===== src/rtl/trm_pkg.sv =====
// Package for the token repetition monitor: commands, register indexes, config type.
`default_nettype none
package trm_pkg;

  typedef enum logic [1:0] {
    CMD_PUSH   = 2'd0,
    CMD_REPORT = 2'd1,
    CMD_CLEAR  = 2'd2
  } trm_cmd_e;

  localparam int CfgIdxBits  = 2;
  localparam int CfgDataBits = 17;
  localparam int OutBits     = 16;

  localparam logic [CfgIdxBits-1:0] CFG_MIN_UNIQUE = 2'd0;
  localparam logic [CfgIdxBits-1:0] CFG_MAX_FREQ   = 2'd1;
  localparam logic [CfgIdxBits-1:0] CFG_MAX_RUN    = 2'd2;
  localparam logic [CfgIdxBits-1:0] CFG_MIN_TOKENS = 2'd3;

  localparam logic [16:0] ONE_Q16           = 17'h10000;
  localparam logic [16:0] MAX_FREQ_RESET    = 17'h10000;
  localparam logic [15:0] MIN_TOKENS_RESET  = 16'd16;

  typedef struct packed {
    logic [16:0] min_unique_ratio;
    logic [16:0] top_ratio_max;
    logic [15:0] max_run_limit;
    logic [15:0] min_tokens_for_checks;
  } trm_cfg_t;

endpackage
`default_nettype wire


===== src/rtl/trm_if.sv =====
// Request and result channel interfaces of the token repetition monitor.
`default_nettype none


interface trm_out_if;
  logic        valid;
  logic        ready;
  logic [15:0] total_tokens;
  logic [15:0] distinct_tokens;
  logic [15:0] top_count;
  logic [15:0] longest_run;
  logic        no_tokens;
  logic        low_unique;
  logic        high_freq;
  logic        long_run;
  logic        all_ok;

  modport source(output valid, output total_tokens, output distinct_tokens, output top_count,
                 output longest_run, output no_tokens, output low_unique, output high_freq,
                 output long_run, output all_ok, input ready);
  modport sink(input valid, input total_tokens, input distinct_tokens, input top_count,
               input longest_run, input no_tokens, input low_unique, input high_freq,
               input long_run, input all_ok, output ready);
endinterface
`default_nettype wire


===== src/rtl/trm_report.sv =====
// Ratio and run checks, and the result output register.
`default_nettype none
module trm_report #(
  parameter int COUNT_BITS = 16
) (
  input  wire logic                  clk_i,
  input  wire logic                  rst_ni,
  input  wire logic                  report_i,
  output      logic                  full_o,
  input  wire trm_pkg::trm_cfg_t     cfg_i,
  input  wire logic [COUNT_BITS-1:0] total_i,
  input  wire logic [COUNT_BITS-1:0] distinct_i,
  input  wire logic [COUNT_BITS-1:0] top_i,
  input  wire logic [COUNT_BITS-1:0] best_run_i,
  trm_out_if.source                  out_o
);
  import trm_pkg::*;

  localparam int WideW = (COUNT_BITS > 16) ? COUNT_BITS : 16;
  localparam int ProdW = COUNT_BITS + 17;

  function automatic logic [OutBits-1:0] clamp16(input logic [COUNT_BITS-1:0] v);
    logic [WideW-1:0] ext;
    ext = WideW'(v);
    clamp16 = (ext > WideW'(16'hFFFF)) ? 16'hFFFF : ext[OutBits-1:0];
  endfunction

  logic             zero_f, low_f, high_f, run_f, checks_on;
  logic [ProdW-1:0] uniq_lhs, uniq_rhs, freq_lhs, freq_rhs;
  logic             load;

  logic             valid_q;
  logic [15:0]      total_q, distinct_q, top_q, run_q;
  logic             zero_q, low_q, high_q, long_q, ok_q;

  assign uniq_lhs = ProdW'(distinct_i) << 16;
  assign uniq_rhs = ProdW'(cfg_i.min_unique_ratio) * ProdW'(total_i);
  assign freq_lhs = ProdW'(top_i) << 16;
  assign freq_rhs = ProdW'(cfg_i.top_ratio_max) * ProdW'(total_i);

  always_comb begin
    zero_f    = (total_i == '0);
    checks_on = WideW'(total_i) >= WideW'(cfg_i.min_tokens_for_checks);
    low_f     = 1'b0;
    high_f    = 1'b0;
    run_f     = 1'b0;
    if (checks_on) begin
      if (cfg_i.min_unique_ratio != '0) begin
        low_f = zero_f ? (cfg_i.min_unique_ratio > ONE_Q16) : (uniq_lhs < uniq_rhs);
      end
      if (cfg_i.top_ratio_max < ONE_Q16 && !zero_f) begin
        high_f = freq_lhs > freq_rhs;
      end
      if (cfg_i.max_run_limit != '0) begin
        run_f = WideW'(best_run_i) > WideW'(cfg_i.max_run_limit);
      end
    end
  end

  assign full_o = valid_q && !out_o.ready;
  assign load   = report_i && !full_o;

  always_ff @(posedge clk_i or negedge rst_ni) begin
    if (!rst_ni) begin
      valid_q <= 1'b0;
    end else if (load) begin
      valid_q <= 1'b1;
    end else if (out_o.ready) begin
      valid_q <= 1'b0;
    end
  end

  always_ff @(posedge clk_i) begin
    if (load) begin
      total_q    <= clamp16(total_i);
      distinct_q <= clamp16(distinct_i);
      top_q      <= clamp16(top_i);
      run_q      <= clamp16(best_run_i);
      zero_q     <= zero_f;
      low_q      <= low_f;
      high_q     <= high_f;
      long_q     <= run_f;
      ok_q       <= !(zero_f || low_f || high_f || run_f);
    end
  end

  assign out_o.valid           = valid_q;
  assign out_o.total_tokens    = total_q;
  assign out_o.distinct_tokens = distinct_q;
  assign out_o.top_count       = top_q;
  assign out_o.longest_run     = run_q;
  assign out_o.no_tokens       = zero_q;
  assign out_o.low_unique      = low_q;
  assign out_o.high_freq       = high_q;
  assign out_o.long_run        = long_q;
  assign out_o.all_ok          = ok_q;
endmodule
`default_nettype wire


===== src/flat_wrapper.sv =====
// flat-port wrapper written by rule: the top's interface ports become plain ports
module trm_report_flat import trm_pkg::*;
#(
  parameter int COUNT_BITS = 16
)
  (clk_i, rst_ni, report_i, full_o, cfg_i, total_i, distinct_i, top_i, best_run_i, out_o_valid, out_o_total_tokens, out_o_distinct_tokens, out_o_top_count, out_o_longest_run, out_o_no_tokens, out_o_low_unique, out_o_high_freq, out_o_long_run, out_o_all_ok, out_o_ready);
  trm_out_if out_o_i ();
  input  wire logic clk_i;
  input  wire logic rst_ni;
  input  wire logic report_i;
  output      logic full_o;
  input  wire trm_pkg::trm_cfg_t cfg_i;
  input  wire logic [COUNT_BITS-1:0] total_i;
  input  wire logic [COUNT_BITS-1:0] distinct_i;
  input  wire logic [COUNT_BITS-1:0] top_i;
  input  wire logic [COUNT_BITS-1:0] best_run_i;
  output wire logic [$bits(out_o_i.valid)-1:0] out_o_valid;
  output wire logic [$bits(out_o_i.total_tokens)-1:0] out_o_total_tokens;
  output wire logic [$bits(out_o_i.distinct_tokens)-1:0] out_o_distinct_tokens;
  output wire logic [$bits(out_o_i.top_count)-1:0] out_o_top_count;
  output wire logic [$bits(out_o_i.longest_run)-1:0] out_o_longest_run;
  output wire logic [$bits(out_o_i.no_tokens)-1:0] out_o_no_tokens;
  output wire logic [$bits(out_o_i.low_unique)-1:0] out_o_low_unique;
  output wire logic [$bits(out_o_i.high_freq)-1:0] out_o_high_freq;
  output wire logic [$bits(out_o_i.long_run)-1:0] out_o_long_run;
  output wire logic [$bits(out_o_i.all_ok)-1:0] out_o_all_ok;
  input wire logic [$bits(out_o_i.ready)-1:0] out_o_ready;
  assign out_o_valid = out_o_i.valid;
  assign out_o_total_tokens = out_o_i.total_tokens;
  assign out_o_distinct_tokens = out_o_i.distinct_tokens;
  assign out_o_top_count = out_o_i.top_count;
  assign out_o_longest_run = out_o_i.longest_run;
  assign out_o_no_tokens = out_o_i.no_tokens;
  assign out_o_low_unique = out_o_i.low_unique;
  assign out_o_high_freq = out_o_i.high_freq;
  assign out_o_long_run = out_o_i.long_run;
  assign out_o_all_ok = out_o_i.all_ok;
  assign out_o_i.ready = out_o_ready;
  trm_report #(.COUNT_BITS(COUNT_BITS)) u_core (.clk_i(clk_i), .rst_ni(rst_ni), .report_i(report_i), .full_o(full_o), .cfg_i(cfg_i), .total_i(total_i), .distinct_i(distinct_i), .top_i(top_i), .best_run_i(best_run_i), .out_o(out_o_i));
endmodule

===== config.mk =====
export PLATFORM = sky130hd
export DESIGN_NAME = trm_report_flat
export DESIGN_NICKNAME = d
export VERILOG_FILES = /design/src/rtl/trm_pkg.sv /design/src/rtl/trm_if.sv /design/src/rtl/trm_report.sv /design/src/flat_wrapper.sv
export SDC_FILE = /design/constraint.sdc
export NUM_CORES = 1
export LEC_CHECK = 0
export ABC_AREA = 1
export BUFFER_PORTS_ARGS = -buffer_cell sky130_fd_sc_hd__buf_2
export CAP_MARGIN = 20
export CORE_MARGIN = 5
export CORE_UTILIZATION = 50
export DETAILED_ROUTE_END_ITERATION = 7
export PLACE_DENSITY = 0.65
export SLEW_MARGIN = 20
export SYNTH_ARGS = -nofsm -noshare
export SYNTH_HDL_FRONTEND = slang
export SYNTH_SLANG_ARGS = --single-unit

===== constraint.sdc =====
create_clock -name clk_i -period 4.35 [get_ports clk_i]
set_input_delay 0.2175 -clock clk_i [delete_from_list [all_inputs] [get_ports clk_i]]
set_output_delay 0.2175 -clock clk_i [all_outputs]
set_load 0.01 [all_outputs]

; ---- Word-level counts from Yosys, hierarchy flattened
; Cells that the tools add are included.
[op_classes]
n_reduce_logical = 14
mul = 2
mux = 9
magnitude_cmp = 10
[ops]
columns = cell, count
row1 = $mul 17x16->33, 2
row2 = $gt 16x16->1 const B, 4
row3 = $gt 32x33->1, 1
row4 = $lt 32x33->1, 1
row5 = $gt 17x17->1 const B, 1
row6 = $lt 17x17->1 const B, 1
row7 = $reduce_bool 17->1, 1
row8 = $ge 16x16->1, 1
row9 = $gt 16x16->1, 1
row10 = $logic_not 16->1, 1
row11 = $reduce_bool 16->1, 1
row12 = $mux 1, 9
row13 = $logic_not 1->1, 4
row14 = $logic_and 1x1->1, 3
row15 = $logic_or 1x1->1, 3
row16 = $reduce_bool 2->1, 1
[word_totals]
ff_bits = 70

; ---- Longest topological paths before layout
[logic_depth]
word_depth = 9
mapped_depth = 42

; ---- Least setup slack after synthesis
; No wires, ideal clock.
[synth_path]
kind = in2reg
from = input total_i[9]
to = register u_core.high_q (netlist: u_core.out_o.high_freq), data pin
cell_stages = 36
path_buffers = 2
arrival_time_ns = 6.681
slack_ns = -2.588
t_required_ns = 4.093
cell_sequence = clkbuf_1 clkbuf_1 nand2_1 fa_1 inv_1 fa_1 inv_1 fa_1 inv_1 fa_1 fa_1 inv_1 fa_1 inv_1 ha_1 nand2_1 inv_1 a21oi_1 nand3_2 a21oi_2 inv_1 a21oi_2 o21ai_1 nand3_1 nand2_1 xnor2_1 ha_1 nand2_1 nor3_1 nand3_1 nor3_1 nand2_1 nor2_1 nand3_1 nand2_1 a21oi_2
[synth_between]
elab_chain_len = 5
[synth_lines]
columns = item, line
row1 = start: declaration, flat_wrapper.sv:13  ; input wire logic [COUNT_BITS-1:0] total_i;
row2 = "parallel branches: the longest is 4 deep, another holds $mul 17x16->33", -
row3 = $mux 1 (*), trm_report.sv:47  ; if (checks_on) begin
row4 = net u_core.high_f, trm_report.sv:28  ; logic zero_f, low_f, high_f, run_f, checks_on;
row5 = end signal: assignment, trm_report.sv:81  ; high_q <= high_f;
row6 = end: declaration, trm_report.sv:34  ; logic zero_q, low_q, high_q, long_q, ok_q;
; Mark *: on every way through the listed nets, which the timed path passes.
; A chain may end at the register's enable or synchronous reset.

; ---- Worst setup path in the final report
[layout_path]
from = input total_i[8]
to = register u_core.high_q (netlist: u_core.out_o.high_freq), data pin
; The elaborated chain is that of the path after synthesis.

==> flow_metrics.py <==
metrics = {
    "final_layout": {
        "fin_util": 0.636,
        "diodes": 0,
        "layout_commonest_cell": "inv_1",
        "fillers": 3815,
        "synthToLayoutAreaGrowth_pct": 26.8,
        "final_cell_mix": "inv_1 (816), nand2_1 (710), fa_1 (399), buf_4 (353), ha_1 (243)",
        "drive_above_1_share": 0.246,
        "fin_nets": 4178,
    },
    "floorplan": {
        "die_w_um": 223,
        "die_area_mm2": 0.0496,
        "rows": 78,
        "die_height_um": 223,
        "ioPinCount": 205,
        "core_area_mm2": 0.0451,
        "start_util": 0.502,
    },
    "worst_hold_path": {
        "min-delay-start": "best_run_i[0]",
        "hold_path_class": "input port to flip-flop",
    },
    "sta": {
        "slew_headroom": 0.272,
        "fmax_ghz": 0.154,
        "grt_setup_unrepaired": "true",
        "finalHoldViolCount": 0,
        "worstMarginPinSlew_ns": 1.09,
        "setup_violations": 3,
        "period_share": 1.50,
        "worst_slack_ns": -2.16,
        "holdWs_ns": 0.0301,
        "setup_tns_ns": -6.33,
        "timing.final.max_slew_violations": 0,
        "fin_skew_ns": 0.00801,
        "finalCriticalPeriod_ns": 6.51,
    },
    "synth": {
        "ys_seq_elements": 70,
        "synth_area_mm2": 0.0226,
        "post_synth_num_cell_types": 41,
        "seq_area_frac_synth": 0.0927,
        "syn_nets": 3710,
        "async_reset_ff_frac": 0.0143,
        "synth_warnings": 0,
        "avgSynthCellArea_um2": 7.84,
        "syn_inst": 2886,
        "synth-main-ff-cell": "edfxtp_1",
        "synth_edf_count": 69,
    },
    "drt": {
        "drc": 0,
        "viasPerCell": 4.97,
        "routedWlPerCell_um": 15.8,
        "drt-initial-drc-count": 983,
        "antenna_left": 0,
        "dr.pass1.iters": 5,
        "dr_total_vias": 19658,
        "wl_mm": 62.6,
    },
    "critical_path": {
        "crit_top_cell": "fa_1",
        "r2r_start": "u_core.out_o.valid$_DFFE_PN0P_",
        "critPathKind": "input port to flip-flop",
        "crit_required_ns": 4.48,
        "crit_slowest_cell": "fa_1",
        "critPathLaunchType": "input port",
        "crit_fanout": 7,
        "worstPathArrival_ns": 6.64,
        "worstSetupEndpointType": "flip-flop",
        "critPathMaxStageDelay_ns": 0.55,
        "path_buf_inv": 12,
        "setup.worst_path.start": "total_i[8]",
        "path_delay_family": "adder cells",
    },
    "status": {
        "violations": "negative setup slack",
        "status": "finished with violations",
    },
    "placed_design": {
        "dpl.hpwl_mm": 52.4,
        "place.gp.congestion": 0.908,
        "pre_cts_slack_ns": -2.86,
        "port_buffers": 204,
    },
    "global_route": {
        "grt_max_degree": 36,
        "grt_pass1_wl_mm": 104,
        "grt_pass1_vias": 21534,
        "gr-total-overflow": 0,
        "antenna_found_initial": 0,
        "grt_util_all_layers": 0.255,
    },
    "clock_network": {
        "clock_sinks": 70,
        "tritoncts.num_buffers": 9,
        "clkTransAtPathRegs_ns": 0.06,
        "clk_latency_ns": 0.38,
        "htree_levels": 3,
        "cts-root-buf": "clkbuf_16",
        "clock_path_buffers": 2,
        "cts_tree": "done",
    },
    "flow_run": {
        "maxCapViolCount": 0,
    },
}
-- flip-flops by register name, indices dropped and copies added, names as in the netlist --
register	count
u_core.out_o.total_tokens	16
u_core.out_o.no_tokens	1
u_core.out_o.long_run	1
u_core.out_o.longest_run	16
u_core.out_o.distinct_tokens	16
u_core.out_o.low_unique	1
u_core.out_o.high_freq	1
u_core.out_o.valid	1
u_core.out_o.all_ok	1
u_core.out_o.top_count	16
-- repair_timing --
action | in CTS | in global routing
buffers inserted | 34 | 14
cloned | 1 | 1
hold buffers | 1 | 0
gates resized for setup | 181 | 138
endpoints found under the hold margin | 1 | 0
setup endpoints to repair | 3 | 3
pin swaps | 142 | 134
-- path summary, 6_finish.rpt --
kind	cells past startpoint	end	slack, ns
setup reg to reg	4	u_core.out_o.distinct_tokens[3]$_DFFE_PP_	2.19
hold / removal	1	u_core.out_o.longest_run[0]$_DFFE_PP_	0.03
setup / recovery	33	u_core.out_o.high_freq$_DFFE_PP_	-2.16
min in group asynchronous	2	u_core.out_o.valid$_DFFE_PN0P_	0.16
hold reg to reg	2	u_core.out_o.valid$_DFFE_PN0P_	0.52
max in group asynchronous	2	u_core.out_o.valid$_DFFE_PN0P_	4.11
-- Yosys cell counts, types with 2 or more instances --
master / instances / area [µm²]
a211oi_1: 4 / 30.0
a21o_1: 7 / 52.6
a21oi_1: 76 / 380
a21oi_2: 10 / 87.6
a31oi_1: 2 / 12.5
and2_1: 4 / 25.0
clkbuf_1: 132 / 495
edfxtp_1: 69 / 2070
fa_1: 416 / 8330
ha_1: 274 / 3430
inv_1: 853 / 3200
nand2_1: 760 / 2850
nand2_2: 5 / 31.3
nand3_1: 48 / 240
nand3_2: 5 / 50.1
nand3b_1: 8 / 60.1
nand4_1: 16 / 100
nor2_1: 81 / 304
nor3_1: 6 / 30.0
nor4_1: 14 / 87.6
o211ai_1: 3 / 22.5
o21a_1: 4 / 30.0
o21ai_0: 23 / 115
o21ai_1: 2 / 10.0
o21ai_2: 2 / 17.5
o21bai_1: 3 / 22.5
o221a_2: 2 / 22.5
o221ai_1: 2 / 17.5
xnor2_1: 21 / 184
xor2_1: 23 / 201
-- final cells by class --
class / instances / area (µm²) / share of cell area
multi-input cells: 1829 / 17800 / 0.621
repair buffers: 589 / 4540 / 0.158
inverters: 855 / 3210 / 0.112
flip-flops and latches: 70 / 2100 / 0.0731
well taps: 600 / 751 / 0.0262
clock buffers: 10 / 229 / 0.00798
clock inverters: 6 / 38.8 / 0.00135
-- stage by stage --
step	area [µm²]	cells
6_report	28700	3959
2_1_floorplan	23400	2886
3_5_place_dp	26800	3892
3_3_place_gp	26800	3892
5_1_grt	28700	3959
4_1_cts	28000	3944
-- cell families (layout without fill, tap and decap cells) --
logic type / count (synthesis) / after routing / synth area share
adders and majority gates: 691 / 691 / 0.520
xor gates and xnor gates: 44 / 44 / 0.0170
buffers and inverters: 987 / 1460 / 0.164
and+or+nand+nor: 951 / 951 / 0.169
AOI/OAI and AO/OA: 143 / 143 / 0.0375
DFF: 70 / 70 / 0.0927
-- layer usage --
metal / share of wire / global-route usage
met1: 0.38 / 0.300
met5: 0 / 0
met2: 0.53 / 0.475
met4: 0.042 / 0.0947
met3: 0.044 / 0.0334
Power is left out: the tool's default activity adds up to more than one toggle a clock period on the data nets, which glitch-free logic cannot reach.
