### src/rtl/trm_stats.sv
// Count update with write-back forwarding, and the running statistics registers.
`default_nettype none
module trm_stats #(
  parameter int TOKEN_BITS = 17,
  parameter int COUNT_BITS = 16
) (
  input  wire logic                  clk_i,
  input  wire logic                  rst_ni,
  input  wire logic                  push_i,
  input  wire logic                  clear_i,
  input  wire logic [TOKEN_BITS-1:0] tok_i,
  input  wire logic [COUNT_BITS-1:0] rd_data_i,
  output      logic                  wr_en_o,
  output      logic [TOKEN_BITS-1:0] wr_addr_o,
  output      logic [COUNT_BITS-1:0] wr_data_o,
  output      logic [COUNT_BITS-1:0] total_o,
  output      logic [COUNT_BITS-1:0] distinct_o,
  output      logic [COUNT_BITS-1:0] top_o,
  output      logic [COUNT_BITS-1:0] best_run_o
);
  function automatic logic [COUNT_BITS-1:0] sat_inc(input logic [COUNT_BITS-1:0] v);
    sat_inc = (&v) ? v : v + COUNT_BITS'(1);
  endfunction

  logic                  fwd_valid_q;
  logic [TOKEN_BITS-1:0] fwd_tok_q;
  logic [COUNT_BITS-1:0] fwd_cnt_q;
  logic [COUNT_BITS-1:0] total_q, total_d;
  logic [COUNT_BITS-1:0] distinct_q, distinct_d;
  logic [COUNT_BITS-1:0] top_q, top_d;
  logic [COUNT_BITS-1:0] run_q, run_d;
  logic [COUNT_BITS-1:0] best_q, best_d;
  logic [TOKEN_BITS-1:0] prev_q, prev_d;
  logic [COUNT_BITS-1:0] cnt_cur;
  logic [COUNT_BITS-1:0] cnt_new;

  assign cnt_cur = (fwd_valid_q && fwd_tok_q == tok_i) ? fwd_cnt_q : rd_data_i;
  assign cnt_new = sat_inc(cnt_cur);

  always_comb begin
    total_d    = total_q;
    distinct_d = distinct_q;
    top_d      = top_q;
    run_d      = run_q;
    best_d     = best_q;
    prev_d     = prev_q;
    if (clear_i) begin
      total_d    = '0;
      distinct_d = '0;
      top_d      = '0;
      run_d      = '0;
      best_d     = '0;
      prev_d     = '0;
    end else if (push_i) begin
      if (cnt_cur == '0) begin
        distinct_d = sat_inc(distinct_q);
      end
      if (cnt_new > top_q) begin
        top_d = cnt_new;
      end
      if (total_q != '0 && tok_i == prev_q) begin
        run_d = sat_inc(run_q);
      end else begin
        run_d = COUNT_BITS'(1);
      end
      if (run_d > best_q) begin
        best_d = run_d;
      end
      prev_d  = tok_i;
      total_d = sat_inc(total_q);
    end
  end

  always_ff @(posedge clk_i or negedge rst_ni) begin
    if (!rst_ni) begin
      total_q     <= '0;
      distinct_q  <= '0;
      top_q       <= '0;
      run_q       <= '0;
      best_q      <= '0;
      prev_q      <= '0;
      fwd_valid_q <= 1'b0;
    end else begin
      total_q     <= total_d;
      distinct_q  <= distinct_d;
      top_q       <= top_d;
      run_q       <= run_d;
      best_q      <= best_d;
      prev_q      <= prev_d;
      fwd_valid_q <= push_i && !clear_i;
    end
  end

  always_ff @(posedge clk_i) begin
    if (push_i) begin
      fwd_tok_q <= tok_i;
      fwd_cnt_q <= cnt_new;
    end
  end

  assign wr_en_o    = push_i;
  assign wr_addr_o  = tok_i;
  assign wr_data_o  = cnt_new;
  assign total_o    = total_q;
  assign distinct_o = distinct_q;
  assign top_o      = top_q;
  assign best_run_o = best_q;
endmodule
`default_nettype wire

### config.mk
export PLATFORM = sky130hd
export DESIGN_NAME = trm_stats
export DESIGN_NICKNAME = d
export VERILOG_FILES = /design/src/rtl/trm_stats.sv
export SDC_FILE = /design/constraint.sdc
export NUM_CORES = 1
export LEC_CHECK = 0
export ABC_AREA = 0
export BUFFER_PORTS_ARGS = -buffer_cell sky130_fd_sc_hd__buf_2
export CORE_MARGIN = 4
export CORE_UTILIZATION = 50
export CTS_BUF_LIST = sky130_fd_sc_hd__clkbuf_4 sky130_fd_sc_hd__clkbuf_8
export CTS_CLUSTER_SIZE = 24
export DETAILED_ROUTE_END_ITERATION = 8
export PLACE_DENSITY = 0.77
export SLEW_MARGIN = 30
export SYNTH_ARGS = -nofsm -noshare
export SYNTH_HDL_FRONTEND = slang
export SYNTH_SLANG_ARGS = --single-unit
export TNS_END_PERCENT = 50
### constraint.sdc
create_clock -name clk_i -period 10 [get_ports clk_i]
set_input_delay 1.5 -clock clk_i [delete_from_list [all_inputs] [get_ports clk_i]]
set_output_delay 1.5 -clock clk_i [all_outputs]
set_load 0.05 [all_outputs]
### After elaboration in Yosys (flattened, before gate mapping)

Index checks and enable logic that the tools add are counted.

| word-level totals | value |
|---|---|
| logic and storage cells | 60 |
| flip-flop bits (word level) | 131 |
| input port bits | 37 |

| cells by class | value |
|---|---|
| $lt $le $gt $ge | 2 |
| add/sub/neg operators | 4 |
| multiplexer cells | 23 |
| equality and inequality tests | 4 |
| reduce and logical (&&, ||, !) cells | 18 |

Operators by type and width:

| cell | count |
|---|---|
| $mux 16 | 21 |
| $add 16x1->16 const B | 4 |
| $reduce_and 16->1 | 4 |
| $eq 17x17->1 | 2 |
| $mux 17 | 2 |
| $gt 16x16->1 | 2 |
| $logic_not 16->1 | 1 |
| $reduce_bool 16->1 | 1 |
| $reduce_bool 2->1 | 4 |
| $reduce_and 2->1 | 3 |
| $ne 2x2->1 const B | 2 |
| $logic_and 1x1->1 | 3 |
| $reduce_and 3->1 | 1 |
| $logic_not 1->1 | 1 |

### Depth between registers and ports, before layout

Gate-level depths: netlist of the first run.

| depth | value |
|---|---|
| depth in word-level cells | 9 |
| gate-level depth with buffers | 27 |
| mapped depth without buffers | 24 |

### Least setup slack after synthesis of the first run

OpenSTA, ideal clock, no wires.

| timing path | value |
|---|---|
| path type | input -> register |
| start | input port tok_i[1] |
| end | register top_q[10] (netlist: top_o[10]) |
| path slack | 2.987 ns |
| setup time | 0.123 ns |
| data arrival time | 6.890 ns |
| stages | 23 |
| buffers on the path | 2 |
| required time | 9.877 ns |
| path through | xnor2_1 -> nand4_1 -> nor3_2 -> nand4_4 -> buf_4 -> mux2_2 -> ha_1 -> nand4_2 -> or4_4 -> nor2_8 -> nor2_2 -> nor3b_1 -> nor3_1 -> ha_1 -> nand4_1 -> nor2_1 -> nand3_1 -> o31a_1 -> and3_1 -> a21o_1 -> clkbuf_1 -> nor2_1 -> a22o_1 |

| between the ends | value |
|---|---|
| longest elaborated chain between the ends | 8 |

RTL lines:

| what | RTL line | RTL |
|---|---|---|
| start: declaration | 11 | `input wire logic [TOKEN_BITS-1:0] tok_i,` |
| $eq 17x17->1 * | 37 | `assign cnt_cur = (fwd_valid_q && fwd_tok_q == tok_i) ? fwd_cnt_q : rd_data_i;` |
| $logic_and 1x1->1 * | 37 |  |
| $mux 16 * | 37 |  |
| $add 16x1->16 or $reduce_and 16->1 (tied branches) | 22 | `sat_inc = (&v) ? v : v + COUNT_BITS'(1);` |
| $mux 16 * | 22 |  |
| via wr_data_o[9] | 15 | `output logic [COUNT_BITS-1:0] wr_data_o,` |
| $gt 16x16->1 * | 58 | `if (cnt_new > top_q) begin` |
| $reduce_bool 2->1 (no line) * | -- |  |
| $reduce_and 2->1 (no line) * | -- |  |
| end signal: assignment | 86 | `top_q <= top_d;` |
| end: declaration | 30 | `logic [COUNT_BITS-1:0] top_q, top_d;` |

The timed path passes the listed nets; every way through them passes the cells marked *. The select of a mux whose other input is x is not followed.
A chain may end at the register's enable or synchronous reset.

### Final worst setup path of the first run

| timing path | value |
|---|---|
| start | input port tok_i[2] |
| end | output port wr_data_o[11] |

| between the ends | value |
|---|---|
| longest elaborated chain between the ends | 5 |

RTL lines:

| what | RTL line |
|---|---|
| $eq 17x17->1 * | 37 |
| $logic_and 1x1->1 * | 37 |
| $mux 16 * | 37 |
| $add 16x1->16 or $reduce_and 16->1 (tied branches) | 22 |
| $mux 16 * | 22 |
| end: declaration | 15 |

Mark *: on every way between the ends. The rest lies on a longest branch, timed or not.

==> flow_metrics.env, run 1 <==
export IMPL_regToRegSetupSlack_ns=3.88
export IMPL_via_count=6591
export IMPL_met1_length_mm=8.85
export IMPL_max_vdd_ir_drop_mv=0.0742
export IMPL_syn_avg_cell_area_um2=9.76
export IMPL_io_pins=135
export IMPL_first_pass_iters=5
export IMPL_final_area_mm2=0.00926
export IMPL_postRouteAntennaNets=0
export IMPL_cts_max_path_buffers=2
export IMPL_synth_fa_ha_area_share_pct=5.87
export IMPL_cts_tree="done"
export IMPL_synth_edf_count=33
export IMPL_timing_rr_end="top_o[11]"
export IMPL_initial_core_util_pct=51.0
export IMPL_rr_startpoint="fwd_tok_q[2]"
export IMPL_cts_buffers=17
export IMPL_p_leak_nw=4.24
export IMPL_wl_met2_mm=9.35
export IMPL_switching_share_pct=29.7
export IMPL_place_area_mm2=0.00884
export IMPL_diodes=0
export IMPL_syn_inst=830
export IMPL_routed_via_density=5.64
export IMPL_pwr_share_clk_pct=36.2
export IMPL_rsz0062_at_grt="false"
export IMPL_hpwl_mm=14.1
export IMPL_grt_max_degree=70
export IMPL_crit_start="tok_i[2]"
export IMPL_async_reset_ff_share_pct=74.8
export IMPL_grt_pass1_vias=6425
export IMPL_wl_met3_mm=1.13
export IMPL_reg2reg_depth=23
export IMPL_p_int_mw=0.906
export IMPL_crit_fanout=22
export IMPL_crit_type="primary input to output port"
export IMPL_finalSetupViolations=0
export IMPL_worst_slack_ns=3.01
export IMPL_status="finished clean"
export IMPL_fin_nets=1015
export IMPL_ys_seq_area_share_pct=42.5
export IMPL_post_place_ws_ns=2.74
export IMPL_cts_htree_levels=4
export IMPL_power_density_mw_per_mm2=139
export IMPL_grt_usage_pct=22.0
export IMPL_critPathLaunchType="primary input"
export IMPL_core_area_mm2=0.0159
export IMPL_synth_top_family_by_area="simple AND/OR/NAND/NOR gates"
export IMPL_synth_cell_types=68
export IMPL_hold_violations=0
export IMPL_post_synth_top_area_cell="dfrtp_1"
export IMPL_muxShareOfSynthArea_pct=8.20
export IMPL_grt_remaining_overflow=0
export IMPL_wirelength_mm=19.5
export IMPL_synth_seq_cells=131
export IMPL_synthFlopType="dfrtp_1"
export IMPL_worst_pin_slew_ns=0.892
export IMPL_max_freq_ghz=0.143
export IMPL_cts_root_buf="clkbuf_8"
export IMPL_yosys_warnings=0
export IMPL_slowest_stage="mux2i_1"
export IMPL_cp_slowest_stage_delay_ns=0.42
export IMPL_wl_per_cell_um=16.7
export IMPL_yosys_top_cells_area="dfrtp_1 (30%), edfxtp_1 (12%), mux2i_1 (7.2%)"
export IMPL_clock_sinks=131
export IMPL_pwr_share_comb_pct=17.6
export IMPL_die_area_mm2=0.0183
export IMPL_synthesis_area_mm2=0.00810
export IMPL_finalCriticalPeriod_ns=6.99
export IMPL_drc=0
export IMPL_fp_dieW_um=135
export IMPL_endpoint="wr_data_o[11]"
export IMPL_required_ns=8.50
export IMPL_synth_top_area_share_pct=30.3
export IMPL_syn2layout_area_growth_pct=14.2
export IMPL_clkLatencyLatePin_ns=0.44
export IMPL_post_route_period_util_pct=69.9
export IMPL_antenna_found_initial=0
export IMPL_min_path_type="flip-flop to flip-flop"
export IMPL_final_max_slew_viol_count=0
export IMPL_drv_cap=0
export IMPL_die_y_um=135
export IMPL_synth_compound_area_share_pct=7.90
export IMPL_total_power_mw=1.29
export IMPL_routed_top_layer="met4"
export IMPL_slew_headroom_pct=40.1
export IMPL_postCtsSetupRepairBufs=0
export IMPL_fin_tns_setup_ns=0
export IMPL_synth_xor_area_share_pct=8.63
export IMPL_clk_pin_slew_worst_paths_ns=0.06
export IMPL_postCtsHoldBufs=0
export IMPL_drtIter0Drc=445
export IMPL_post_cts_resized=0
export IMPL_syn_nets=905
export IMPL_crit_arrival_ns=5.49
export IMPL_synth_simple_area_share_pct=21.3
export IMPL_num_rows=46
export IMPL_timing_hold_ws_ns=0.544
export IMPL_seqPwrFrac_pct=46.3
export IMPL_cp_cell_sequence="buf_2, xnor2_1, nand4_1, nor3_2, nand4_4, mux2i_1, inv_1, ha_1, and4_1, nand4_1, nor2_1, nor3_1, mux2i_2, or3_2, nand3_1, and2_1, buf_2"
export IMPL_fin_skew_ns=0.0153
export IMPL_final_cell_mix="buf_2 (132), nor2_1 (112), dfrtp_1 (98)"
export IMPL_p_switching_mw=0.382
export IMPL_place_gp_congestion=0.915
export IMPL_drive_above_1_share_pct=21.1
export IMPL_end_kind="output port"
export IMPL_final_common_cell="buf_2"
export IMPL_grt_pass1_wl_mm=32.4
export IMPL_io_buffers=134
==> cell usage after synthesis (all sizes together) (4+ instances only) <==
cell    count
ha         38
nand2      44
or4         4
or3         5
nor4       15
nor2      114
nand4      39
buf        34
o21a        5
o21ai      12
and4        7
nor3b       4
clkbuf     15
o31ai       8
dfrtp      98
nor3       28
a21o        9
inv        47
edfxtp     33
xnor2      47
and3       15
xor2       32
a211oi      5
a21oi      22
o32ai       6
nand3      41
mux2i      61
a31o        4
==> sequential cells by signal, summed over array words and instances, names as in the netlist <==
register,count
best_run_o,16
distinct_o,16
fwd_cnt_q,16
fwd_tok_q,17
fwd_valid_q,1
prev_q,17
run_q,16
top_o,16
total_o,16
==> logic make-up (layout without fill, tap and decap cells) <==
logic type | after synthesis | in the layout
buffers and inverters | 96 | 219
muxes | 64 | 64
and+or+nand+nor | 333 | 333
xor gates and xnor gates | 79 | 79
adders and majority gates | 38 | 38
AOI/OAI and AO/OA | 89 | 89
DFF | 131 | 131
==> worst max-delay path: cells and delay by family <==
kind	cells	cell delay, ns
xor gates and xnor gates	1	0.24
adders and majority gates	1	0.26
buffers and inverters	3	0.51
muxes	2	0.56
and+or+nand+nor	10	2.41
==> power by group through the flow <==
stage	registers (mW)	clock network, mW	logic, mW
CTS	0.595	0.477	0.228
detailed placement	0.606	0	0.227
finish	0.596	0.466	0.226
floorplan	0.631	0	0.133
global route	0.599	0.507	0.245
global placement	0.605	0	0.223
==> cell type report <==
type / count / area (um^2)
fill: 1425 / 6630
multi-input combinational: 603 / 4220
sequential: 131 / 3440
timing repair buffer: 140 / 732
clock buffer: 21 / 277
tap: 216 / 270
inverter: 47 / 176
clock inverter: 11 / 136
==> stage by stage <==
stage,instances,util (%)
2_1_floorplan,830,-
3_3_place_gp,1136,55.6
3_5_place_dp,1137,55.7
4_1_cts,1169,58.3
5_1_grt,1169,58.3
6_report,1169,58.3
==> worst min path at each step <==
stage | from | end | slack (ns) | cells after the start
floorplan | prev_q[14] | prev_q[14] | 0.51 | 2
global placement | prev_q[15] | prev_q[15] | 0.52 | 2
detailed placement | prev_q[16] | prev_q[16] | 0.53 | 2
CTS | prev_q[16] | prev_q[16] | 0.55 | 2
global route | prev_q[16] | prev_q[16] | 0.57 | 2
finish | prev_q[16] | prev_q[16] | 0.54 | 2
==> layer usage <==
| metal | vias up | global-route usage, % |
|---|---|---|
| li1 | 3177 | - |
| met1 | 3189 | 30.1 |
| met2 | 205 | 35.9 |
| met3 | 20 | 4.83 |
| met4 | 0 | 5.49 |
| met5 | - | 0 |
Note: power is estimated with default switching activity, not from simulation.
==> run 2: changes to the inputs <==
ABC_AREA = 1   (was 0)
PLACE_DENSITY = 0.79   (was 0.77)
clock period = 5.7 ns   (was 10 ns; I/O delays follow)
==> flow_metrics.env, run 2 <==
export IMPL_status="finished clean"
export IMPL_cts_buffers=17
export IMPL_final_util_pct=58.4
export IMPL_use_met2_pct=37.7
export IMPL_cts_max_path_buffers=2
export IMPL_final_max_slew_viol_count=0
export IMPL_crit_type="primary input to output port"
export IMPL_fin_tns_setup_ns=0
export IMPL_postCtsSetupRepairBufs=0
export IMPL_cts_tree="done"
export IMPL_hpwl_mm=17.7
export IMPL_cp_cell_sequence="buf_2, inv_2, nand2_1, nand2_1, nor2_1, nand2_1, nor2_2, nand3_4, o21ai_4, ha_1, nand3_2, nor2_2, nand3_4, o21ai_0, buf_2"
export IMPL_grt_pass1_wl_mm=39.0
export IMPL_post_cts_resized=0
export IMPL_grt_max_degree=65
export IMPL_clk_pin_slew_worst_paths_ns=0.08
export IMPL_post_synth_top_area_cell="dfrtp_1"
export IMPL_power_density_mw_per_mm2=223
export IMPL_synth_top_area_share_pct=28.3
export IMPL_io_buffers=134
export IMPL_hold_violations=0
export IMPL_ys_seq_area_share_pct=39.8
export IMPL_required_ns=4.85
export IMPL_min_path_type="primary input to async pin"
export IMPL_finalSetupViolations=0
export IMPL_use_met1_pct=35.3
export IMPL_crit_arrival_ns=3.97
export IMPL_synthFlopType="dfrtp_1"
export IMPL_syn_nets=1248
export IMPL_fin_nets=1368
export IMPL_final_common_cell="nand2_1"
export IMPL_crit_start="tok_i[4]"
export IMPL_grt_busiest_layer="met2"
export IMPL_synthTopCellsByCount="nand2_1 (336), inv_1 (160), dfrtp_1 (98), nor2_1 (96), o21ai_0 (59)"
export IMPL_num_rows=47
export IMPL_crit_fanout=15
export IMPL_fill_cells=1583
export IMPL_cts_htree_levels=4
export IMPL_io_pins=135
export IMPL_drv_cap=0
export IMPL_slew_headroom_pct=45.3
export IMPL_syn_inst=1173
export IMPL_final_cell_mix="nand2_1 (336), inv_1 (160), buf_2 (133)"
export IMPL_rsz0062_at_grt="false"
export IMPL_initial_core_util_pct=51.7
export IMPL_wl_per_cell_um=15.3
export IMPL_wirelength_mm=23.4
export IMPL_yosys_top_cells_area="dfrtp_1 (28%), nand2_1 (15%), edfxtp_1 (11%)"
export IMPL_die_y_um=140
export IMPL_worst_pin_slew_ns=0.821
export IMPL_grt_pass1_vias=7770
export IMPL_fin_skew_ns=0.0127
export IMPL_via_count=8157
export IMPL_antenna_found_initial=0
export IMPL_postRouteAntennaNets=0
export IMPL_core_area_mm2=0.0168
export IMPL_slowest_stage="nor2_2"
export IMPL_synth_seq_cells=131
export IMPL_routed_via_density=5.35
export IMPL_clock_sinks=131
export IMPL_syn_avg_cell_area_um2=7.38
export IMPL_async_reset_ff_share_pct=74.8
export IMPL_fp_dieW_um=140
export IMPL_top_regs="fwd_tok_q: 17 flops, prev_q: 17 flops"
export IMPL_first_pass_iters=5
export IMPL_synthesis_area_mm2=0.00866
export IMPL_finalCriticalPeriod_ns=4.83
export IMPL_max_vdd_ir_drop_mv=0.168
export IMPL_drive_above_1_share_pct=17.5
export IMPL_yosys_warnings=0
export IMPL_clkLatencyLatePin_ns=0.45
export IMPL_place_gp_congestion=0.971
export IMPL_grt_usage_pct=24.4
export IMPL_cts_root_buf="clkbuf_8"
export IMPL_critPathLaunchType="primary input"
export IMPL_end_kind="output port"
export IMPL_grtUsageMet3_pct=3.84
export IMPL_drc=0
export IMPL_diodes=0
export IMPL_path_common_cell="nand2_1"
export IMPL_drtIter0Drc=587
export IMPL_p_leak_nw=4.91
export IMPL_die_area_mm2=0.0195
export IMPL_yosysMostFrequentCell="nand2_1"
export IMPL_grt_remaining_overflow=0
export IMPL_cp_slowest_stage_delay_ns=0.44
export IMPL_postCtsHoldBufs=0
export IMPL_post_route_period_util_pct=84.7
export IMPL_synth_edf_count=33
export IMPL_rr_startpoint="fwd_tok_q[4]"
export IMPL_max_freq_ghz=0.207
export IMPL_syn2layout_area_growth_pct=13.0
export IMPL_synth_cell_types=47
[run 2: layout make-up]
class | count | area, um^2 | share of cell area (%)
clock buffer | 20 | 269 | 2.75
clock inverter | 12 | 108 | 1.10
inverter | 179 | 672 | 6.87
multi-input combinational | 817 | 4240 | 43.4
sequential | 131 | 3440 | 35.2
tap | 220 | 275 | 2.81
timing repair buffer | 147 | 771 | 7.88
[run 2: kinds of logic after synthesis]
logic type | count (synthesis) | synth area share (%)
xor gates and xnor gates | 31 | 3.14
AOI/OAI and AO/OA | 137 | 8.92
adders and majority gates | 38 | 5.49
and+or+nand+nor | 611 | 31.5
buffers and inverters | 225 | 11.2
DFF | 131 | 39.8
[run 2: worst max-delay path, delay by kind of cell]
family / cells / cell delay [ns]
and+or+nand+nor: 9 / 1.65
AOI/OAI and AO/OA: 2 / 0.61
buffers and inverters: 3 / 0.57
adders and majority gates: 1 / 0.27
[run 2: routing by layer]
layer	part of all wire, %	vias to the layer above
met2	46	285
met3	6.4	34
met4	1.9	0
li1	-	4047
met1	46	3791
met5	0	-
[run 2: final timing paths]
check                                     to  slack [ns]  cells after the start
worst max-delay path            wr_data_o[4]        0.87                     15
worst min-delay path                run_q[9]        0.35                      1
worst max register to register      top_o[8]        1.09                     26
worst min register to register      run_q[5]        0.51                      2
max in group asynchronous           top_o[1]        4.16                      2
min in group clk_i                  run_q[5]        0.51                      2
[run 2: per-stage QoR]
stage	instances	power [mW]	hold WS [ns]	cell area [um^2]	setup WS, ns
6_report	1526	2.18	0.353	9780	0.872
5_1_grt	1526	2.28	0.373	9780	0.481
4_1_cts	1526	2.20	0.353	9780	0.916
3_5_place_dp	1494	1.43	0.485	9400	0.506
3_3_place_gp	1494	1.43	0.478	9400	0.705
2_1_floorplan	1173	1.31	0.453	8660	0.886
[run 2: power by group]
| part | switching, mW | internal, mW | total (mW) | leakage [nW] |
|---|---|---|---|---|
| combinational | 0.287 | 0.0975 | 0.384 | 3.05 |
| clock | 0.393 | 0.372 | 0.765 | 0.185 |
| sequential | 0.0256 | 1.00 | 1.03 | 1.67 |
| total | 0.705 | 1.47 | 2.18 | 4.91 |
